<file path="config.mk">
export PLATFORM = sky130hd
export DESIGN_NAME = stop_and_wait_frame_receiver_core
export DESIGN_NICKNAME = d
export VERILOG_FILES = /design/src/swfr_pkg.sv /design/src/swfr_frame.sv /design/src/stop_and_wait_frame_receiver_core.sv
export VERILOG_INCLUDE_DIRS = /design/src /design/src/src
export SDC_FILE = /design/constraint.sdc
export NUM_CORES = 1
export LEC_CHECK = 0
export BUFFER_PORTS_ARGS = -buffer_cell sky130_fd_sc_hd__buf_2
export CORE_MARGIN = 5
export CORE_UTILIZATION = 65
export DETAILED_ROUTE_END_ITERATION = 8
export PLACE_DENSITY = 0.94
export SLEW_MARGIN = 20
export SYNTH_ARGS = -nofsm -noshare
export SYNTH_HDL_FRONTEND = slang
export SYNTH_SLANG_ARGS = --single-unit
</file>
<file path="constraint.sdc">
create_clock -name clk -period 15.85 [get_ports clk]
set_input_delay 3.9625 -clock clk [delete_from_list [all_inputs] [get_ports clk]]
set_output_delay 3.9625 -clock clk [all_outputs]
set_load 0.05 [all_outputs]
</file>
<file path="src/stop_and_wait_frame_receiver_core_defines.svh">
// assertion helpers for the receiver core
`ifndef STOP_AND_WAIT_FRAME_RECEIVER_CORE_DEFINES_SVH
`define STOP_AND_WAIT_FRAME_RECEIVER_CORE_DEFINES_SVH

// same-cycle implication, checked out of reset
`define SWFR_ASSERT_NOW(label, clk, rst, ante, cons) \
  label: assert property (@(posedge clk) disable iff (rst) (ante) |-> (cons)) \
    else $error("swfr: same-cycle check failed");

// next-cycle implication, checked out of reset
`define SWFR_ASSERT_NEXT(label, clk, rst, ante, cons) \
  label: assert property (@(posedge clk) disable iff (rst) (ante) |=> (cons)) \
    else $error("swfr: next-cycle check failed");

`endif

</file>
<file path="src/swfr_pkg.sv">
package swfr_pkg;

  localparam logic [15:0] CRC_GEN  = 16'h8005;
  localparam logic [16:0] CRC_SAT  = 17'h10000;

  localparam logic [7:0] CHR_NUL   = 8'h00;
  localparam logic [7:0] CHR_LF    = 8'h0a;
  localparam logic [7:0] CHR_CR    = 8'h0d;
  localparam logic [7:0] CHR_SPACE = 8'h20;
  localparam logic [7:0] CHR_PLUS  = 8'h2b;
  localparam logic [7:0] CHR_MINUS = 8'h2d;
  localparam logic [7:0] CHR_ZERO  = 8'h30;
  localparam logic [7:0] CHR_NINE  = 8'h39;

  localparam logic [1:0] WORD_NONE = 2'd0;
  localparam logic [1:0] WORD_CRC  = 2'd1;
  localparam logic [1:0] WORD_SEQ  = 2'd3;

  typedef struct packed {
    logic past_three;
    logic seq_bad;
    logic seq_stop;
    logic seq_digit;
    logic crc_bad;
    logic crc_stop;
  } swfr_flags_t;

  // frame_accepted sits in the lowest bit
  typedef struct packed {
    logic [15:0] ack_number;
    logic        ack_valid;
    logic        crc_matched;
    logic        seq_matched;
    logic        frame_accepted;
  } swfr_result_t;

  localparam int RESULT_BITS = $bits(swfr_result_t);
  localparam int OUT_TDATA_W = ((RESULT_BITS + 7) / 8) * 8;

  // eight bit steps, msb first
  function automatic logic [15:0] crc_feed(input logic [15:0] rem, input logic [7:0] b);
    logic [15:0] r;
    logic        top;
    r = rem;
    for (int i = 7; i >= 0; i--) begin
      top = r[15];
      r = {r[14:0], 1'b0};
      if (top) r = r ^ CRC_GEN;
      if (b[i]) r = r ^ CRC_GEN;
    end
    return r;
  endfunction

endpackage

</file>
<file path="src/swfr_frame.sv">
module swfr_frame
  import swfr_pkg::*;
#(
  parameter int SEQ_WIDTH = 16
) (
  input  logic         clk,
  input  logic         rst,
  input  logic         step,
  input  logic [7:0]   data_byte,
  input  logic         last_byte,
  output swfr_result_t result
);

  localparam int SVW = SEQ_WIDTH + 5;
  localparam logic [SEQ_WIDTH:0] SEQ_SAT = {1'b1, {SEQ_WIDTH{1'b0}}};

  logic [SEQ_WIDTH-1:0] expected_seq;
  logic                 accepted_any;
  logic [15:0]          crc_remainder;
  logic [1:0]           word_index;
  logic                 inside_word;
  logic                 space_owed;
  logic [16:0]          crc_field_value;
  logic [SEQ_WIDTH:0]   seq_field_value;
  swfr_flags_t          field_flags;
  logic                 line_ended;
  logic                 first_byte;

  logic [15:0]          crc_remainder_next;
  logic [1:0]           word_index_next;
  logic                 inside_word_next;
  logic                 space_owed_next;
  logic [16:0]          crc_field_value_next;
  logic [SEQ_WIDTH:0]   seq_field_value_next;
  swfr_flags_t          field_flags_next;
  logic                 line_ended_next;

  logic                 is_digit;
  logic                 is_sign;
  logic                 word_start;
  logic [3:0]           digit;
  logic [20:0]          crc_prod;
  logic [SVW-1:0]       seq_prod;
  logic                 crc_ok;
  logic                 seq_ok;
  logic                 accept;
  logic [SEQ_WIDTH-1:0] expected_seq_next;
  logic [SEQ_WIDTH-1:0] ack_seq;

  assign is_digit = (data_byte >= CHR_ZERO) && (data_byte <= CHR_NINE);
  assign is_sign  = (data_byte == CHR_PLUS) || (data_byte == CHR_MINUS);
  assign digit    = 4'(data_byte - CHR_ZERO);
  assign crc_prod = (21'(crc_field_value) << 3) + (21'(crc_field_value) << 1) + 21'(digit);
  assign seq_prod = (SVW'(seq_field_value) << 3) + (SVW'(seq_field_value) << 1) + SVW'(digit);

  always_comb begin
    crc_remainder_next   = crc_remainder;
    word_index_next      = word_index;
    inside_word_next     = inside_word;
    space_owed_next      = space_owed;
    crc_field_value_next = crc_field_value;
    seq_field_value_next = seq_field_value;
    field_flags_next     = field_flags;
    line_ended_next      = line_ended;
    word_start           = 1'b0;
    if (!line_ended) begin
      if (data_byte == CHR_NUL ||
          (!first_byte && (data_byte == CHR_CR || data_byte == CHR_LF))) begin
        line_ended_next = 1'b1;
      end else if (data_byte == CHR_SPACE) begin
        if (inside_word && word_index >= 2'd2) space_owed_next = 1'b1;
        inside_word_next = 1'b0;
      end else begin
        word_start       = !inside_word;
        inside_word_next = 1'b1;
        if (word_start) begin
          if (word_index == WORD_SEQ) field_flags_next.past_three = 1'b1;
          else word_index_next = word_index + 2'd1;
          if (space_owed) begin
            crc_remainder_next = crc_feed(crc_remainder, CHR_SPACE);
            space_owed_next    = 1'b0;
          end
        end
        if (word_index_next == WORD_CRC) begin
          if (!field_flags.crc_stop) begin
            if (is_digit) begin
              crc_field_value_next = (crc_prod > 21'(CRC_SAT)) ? CRC_SAT : crc_prod[16:0];
            end else begin
              if (word_start && is_sign) field_flags_next.crc_bad = 1'b1;
              field_flags_next.crc_stop = 1'b1;
            end
          end
        end else begin
          crc_remainder_next = crc_feed(crc_remainder_next, data_byte);
          if (word_index_next == WORD_SEQ && !field_flags_next.past_three &&
              !field_flags.seq_stop) begin
            if (is_digit) begin
              seq_field_value_next = (seq_prod > SVW'(SEQ_SAT)) ? SEQ_SAT
                                                                : seq_prod[SEQ_WIDTH:0];
              field_flags_next.seq_digit = 1'b1;
            end else begin
              if (word_start && is_sign) field_flags_next.seq_bad = 1'b1;
              field_flags_next.seq_stop = 1'b1;
            end
          end
        end
      end
    end
  end

  // decision on the state as it stands after this byte
  assign crc_ok = !field_flags_next.crc_bad &&
                  (crc_field_value_next == {1'b0, crc_remainder_next});
  assign seq_ok = (word_index_next == WORD_SEQ) && field_flags_next.seq_digit &&
                  !field_flags_next.seq_bad &&
                  (seq_field_value_next == {1'b0, expected_seq});
  assign accept = crc_ok && seq_ok;
  assign expected_seq_next = accept ? expected_seq + 1'b1 : expected_seq;
  assign ack_seq = expected_seq_next - 1'b1;

  always_comb begin
    result.frame_accepted = accept;
    result.seq_matched    = seq_ok;
    result.crc_matched    = crc_ok;
    result.ack_valid      = accepted_any || accept;
    result.ack_number     = (accepted_any || accept) ? 16'(ack_seq) : 16'd0;
  end

  always_ff @(posedge clk) begin
    if (rst) begin
      expected_seq    <= '0;
      accepted_any    <= 1'b0;
      crc_remainder   <= '0;
      word_index      <= WORD_NONE;
      inside_word     <= 1'b0;
      space_owed      <= 1'b0;
      crc_field_value <= '0;
      seq_field_value <= '0;
      field_flags     <= '0;
      line_ended      <= 1'b0;
      first_byte      <= 1'b1;
    end else if (step) begin
      if (last_byte) begin
        expected_seq    <= expected_seq_next;
        accepted_any    <= accepted_any || accept;
        crc_remainder   <= '0;
        word_index      <= WORD_NONE;
        inside_word     <= 1'b0;
        space_owed      <= 1'b0;
        crc_field_value <= '0;
        seq_field_value <= '0;
        field_flags     <= '0;
        line_ended      <= 1'b0;
        first_byte      <= 1'b1;
      end else begin
        crc_remainder   <= crc_remainder_next;
        word_index      <= word_index_next;
        inside_word     <= inside_word_next;
        space_owed      <= space_owed_next;
        crc_field_value <= crc_field_value_next;
        seq_field_value <= seq_field_value_next;
        field_flags     <= field_flags_next;
        line_ended      <= line_ended_next;
        first_byte      <= 1'b0;
      end
    end
  end

endmodule

</file>
<file path="src/stop_and_wait_frame_receiver_core.sv">
// channel   | dir | tdata                                  | tlast     | tuser
// s_axis    | in  | data_byte[7:0]                         | last_byte | -
// m_axis    | out | frame_accepted, seq_matched,           | -         | -
//           |     | crc_matched, ack_valid, ack_number     |           |
//
// one byte a cycle sustained, one request in per cycle, unless a final byte
// waits on a full result slot; a frame's verdict goes into the result register
// the per-byte crc (eight bit steps) and decimal update are combinational,
// between the input register and the result register
// rst is synchronous and clears the expected number and all frame state
// only a final byte waits on a full result register; other bytes never stall
module stop_and_wait_frame_receiver_core
  import swfr_pkg::*;
#(
  parameter int SEQ_WIDTH = 16
) (
  input  logic                   clk,
  input  logic                   rst,
  input  logic                   s_axis_tvalid,
  output logic                   s_axis_tready,
  input  logic [7:0]             s_axis_tdata,  // data_byte[7:0]
  input  logic                   s_axis_tlast,  // last_byte
  output logic                   m_axis_tvalid,
  input  logic                   m_axis_tready,
  // frame_accepted[0], seq_matched[1], crc_matched[2], ack_valid[3],
  // ack_number[19:4], zero fill above
  output logic [OUT_TDATA_W-1:0] m_axis_tdata
);

  `include "stop_and_wait_frame_receiver_core_defines.svh"

  // input register
  logic         in_valid;
  logic [7:0]   in_byte;
  logic         in_last;

  // result register
  logic         out_valid;
  swfr_result_t out_result;

  logic         out_free;
  logic         advance;
  swfr_result_t frame_result;

  // a held request moves on unless it is a final byte facing a full result slot
  assign out_free      = !out_valid || m_axis_tready;
  assign advance       = in_valid && (!in_last || out_free);
  assign s_axis_tready = !in_valid || advance;

  always_ff @(posedge clk) begin
    if (rst) begin
      in_valid <= 1'b0;
    end else if (s_axis_tready) begin
      in_valid <= s_axis_tvalid;
    end
  end

  always_ff @(posedge clk) begin
    if (s_axis_tready && s_axis_tvalid) begin
      in_byte <= s_axis_tdata;
      in_last <= s_axis_tlast;
    end
  end

  swfr_frame #(
    .SEQ_WIDTH (SEQ_WIDTH)
  ) u_frame (
    .clk       (clk),
    .rst       (rst),
    .step      (advance),
    .data_byte (in_byte),
    .last_byte (in_last),
    .result    (frame_result)
  );

  // verdict loads on the final byte, clears once taken
  always_ff @(posedge clk) begin
    if (rst) begin
      out_valid <= 1'b0;
    end else if (advance && in_last) begin
      out_valid <= 1'b1;
    end else if (m_axis_tready) begin
      out_valid <= 1'b0;
    end
  end

  always_ff @(posedge clk) begin
    if (advance && in_last) begin
      out_result <= frame_result;
    end
  end

  assign m_axis_tvalid = out_valid;
  assign m_axis_tdata  = OUT_TDATA_W'(out_result);

  // ordinary bytes always flow on
  `SWFR_ASSERT_NOW(a_byte_flows, clk, rst, in_valid && !in_last, advance)
  // a final byte always yields a verdict
  `SWFR_ASSERT_NEXT(a_verdict_loads, clk, rst, advance && in_last, m_axis_tvalid)
  // acceptance needs both checks and leaves a valid ack
  `SWFR_ASSERT_NOW(a_accept_implies, clk, rst, m_axis_tvalid && out_result.frame_accepted,
    out_result.seq_matched && out_result.crc_matched && out_result.ack_valid)
  // without any acceptance the ack number stays zero
  `SWFR_ASSERT_NOW(a_ack_zero, clk, rst, m_axis_tvalid && !out_result.ack_valid,
    out_result.ack_number == 16'd0)

endmodule

</file>
==> impl_metrics.toml <==
[synth]
synth_area_leaders = "dfxtp_1, edfxtp_1, ha_1"
synthDominantCellAreaShare_pct = 16.44
synth.most_common_cell = "nor2_1"
ys_seq_area_share_pct = 25.27
yosysUniqueCellTypes = 88
syn_area_sq_um = 9862
synthTopCellsByCount = "nor2_1, nand2_1, a21oi_1"
ys_seq_elements = 110
ys.flop_type = "dfxtp_1"
async_flop_share_pct = 0
syn_inst = 1248
synth_edf_count = 29
yosys_warnings = 0
synth_area_per_cell_sq_um = 7.902
synth_area_leader_cell = "dfxtp_1"

[floorplanning]
dieArea_sq_um = 17740
dieHeight_microns = 133.2
die_x_microns = 133.2
start_util_pct = 65.60
ioPinCount = 39
rows = 45
coreArea_sq_um = 15030

[worst_setup_path]
critPathCaptureType = "primary output"
max_stage_delay_ns = 0.24
critPathLaunchType = "input pin"
cp_common_cell = "buf_2"
critPathArrivalTime_ns = 4.66
path_cells = "buf_2 -> nor2b_1 -> nand3_1 -> buf_2"
critPathKind = "input pin to primary output"
required_ns = 11.89
worstRegToRegCells = 22
critPathBufInv = 2
worst-path-stages = 4
cp_slowest_cell = "buf_2"
crit_fanout = 4
cp_top_family = "simple AND/OR/NAND/NOR gates"

[worst_hold_path]
whs_path_depth = 2
hold_class = "flip-flop to flip-flop"

[cts]
clk_pin_slew_ns = 0.09
hold_buffers = 0
cts_setup_buffers = 0
ctsResizeCount = 0
cts_buffers = 9
cts_sinks = 110
cts_tree = "built"
insertion_delay_ns = 0.38
cts.path.max_buffers = 2
cts.root.buffer_cell = "clkbuf_16"
h-tree-depth = 3

[routing]
drt_iter0_markers = 1552
viasPerCell = 6.978
wl_microns = 27590
wl_per_cell_microns = 19.33
ant_nets = 0
num_vias = 9957
drc = 0
dr.pass1.iters = 8

[finish]
final_cells = 1427
final_area_sq_um = 10360
multiInputGateArea_sq_um = 6957
syn_to_final_growth_pct = 5.049
n_fill_cell = 1177
seqCellArea_sq_um = 2492
layout-drive-gt1-share_pct = 7.022
final_core_util_pct = 68.91
final_nets = 1319
n_antenna_cell = 0

[sta]
tightestPinTransition_ns = 1.110
whs_ns = 0.4643
finalClockSkew_ns = 0.01675
hold_viol = 0
relSlewSlack_pct = 25.63
min_period_ns = 8.627
tns_ns = 0
maxSlewViolCount = 0
max_freq_mhz = 115.9
setup_viol = 0
min_period_over_period_pct = 54.43
grt_setup_unrepaired = "false"

[place]
io_buffers = 34
dp_cells = 1411
place_hpwl_microns = 19900
placed_area_sq_um = 10050
place_congestion = 0.9740

[outcome]
status = "completed"

[grt]
grt_pass1_wl_microns = 45260
grt_max_degree = 75
grt_usage_pct = 30.43
grt_overflow = 0
grt_pass1_vias = 9303
antenna_found_initial = 0

[job]
drv_cap = 0

[power_and_ir_drop]
vdd_drop_max_mv = 0.05431
p_leak_nw = 4.123
power_density_nw_per_um2 = 60.28
==> routing by layer <==
| layer | global-route usage (%) | share of wire, % | vias up |
|---|---|---|---|
| met2 | 46.42 | 44 | 674 |
| li1 | - | - | 4590 |
| met3 | 4.721 | 12 | 113 |
| met4 | 14.74 | 4.0 | 0 |
| met1 | 42.30 | 41 | 4580 |
| met5 | 0 | 0 | - |
==> cells by family after synthesis <==
family          after synthesis  synth area share [%]
buf+inv                     107                 4.377
fa+ha+maj                    72                 9.439
flops                       110                 25.27
mux                          17                 1.738
simple gates                478                 24.37
xor+xnor                    107                 10.38
other cells                   1               0.03802
compound gates              356                 24.38
==> area by class of cell <==
type / instances / area share, %
sequential: 110 / 24.06
inverter: 38 / 1.377
clock inverter: 7 / 0.8213
multi-input combinational: 1034 / 67.15
clock buffer: 9 / 2.174
tap: 188 / 2.271
timing repair buffer: 41 / 2.150
==> power breakdown <==
part	total, mW	switching [mW]	internal [mW]
clock network	0.237	0.124	0.113
registers	0.300	0.00767	0.292
logic	0.0877	0.0571	0.0306
total	0.625	0.189	0.436
==> cell usage in the layout (no fill, tap or decap), types with 14 or more instances in the layout <==
cell type,instances
buf_2,34
o21ai_0,59
nor4_1,15
nand3_1,30
nor3_1,44
and2_1,14
nand2b_1,15
mux2i_1,16
nor2_1,162
ha_1,68
a22oi_1,32
inv_1,35
or3_1,19
edfxtp_1,29
xor2_1,38
dfxtp_1,81
nand2_1,95
xnor2_1,62
o21a_1,17
a21oi_1,93
==> registers in the layout, summed over array words and instances, names as in the netlist <==
signal	cells
in_byte	8
in_last	1
in_valid	1
m_axis_tdata	20
m_axis_tvalid	1
u_frame.accepted_any	1
u_frame.crc_field_value	17
u_frame.crc_remainder	16
u_frame.expected_seq	16
u_frame.field_flags	6
u_frame.first_byte	1
u_frame.inside_word	1
u_frame.line_ended	1
u_frame.seq_field_value	17
u_frame.space_owed	1
u_frame.word_index	2
==> tightest hold or removal path: cells and delay by family (launching register included) <==
family                 cells  cell delay [ns]
flip-flops                 1             0.32
buffers and inverters      1             0.05
AO/OA/AOI/OAI              1             0.05
==> final timing paths <==
kind,to,from,slack [ns]
worst max-delay path,s_axis_tready,m_axis_tready,7.22
worst min-delay path,u_frame.field_flags[3]$_SDFFE_PP0P_,u_frame.field_flags[3]$_SDFFE_PP0P_,0.46
worst max register to register,m_axis_tdata[12]$_SDFFCE_PN0P_,in_byte[3]$_DFFE_PP_,7.84
worst min register to register,u_frame.field_flags[3]$_SDFFE_PP0P_,u_frame.field_flags[3]$_SDFFE_PP0P_,0.46
==> metrics by stage <==
step | worst slack, ns | power (mW)
floorplan | 7.293 | 0.3700
global placement | 7.282 | 0.3893
detailed placement | 7.223 | 0.3905
CTS | 7.218 | 0.6193
global route | 7.158 | 0.6397
finish | 7.223 | 0.6245
Note: power is estimated with default switching activity, not from simulation.
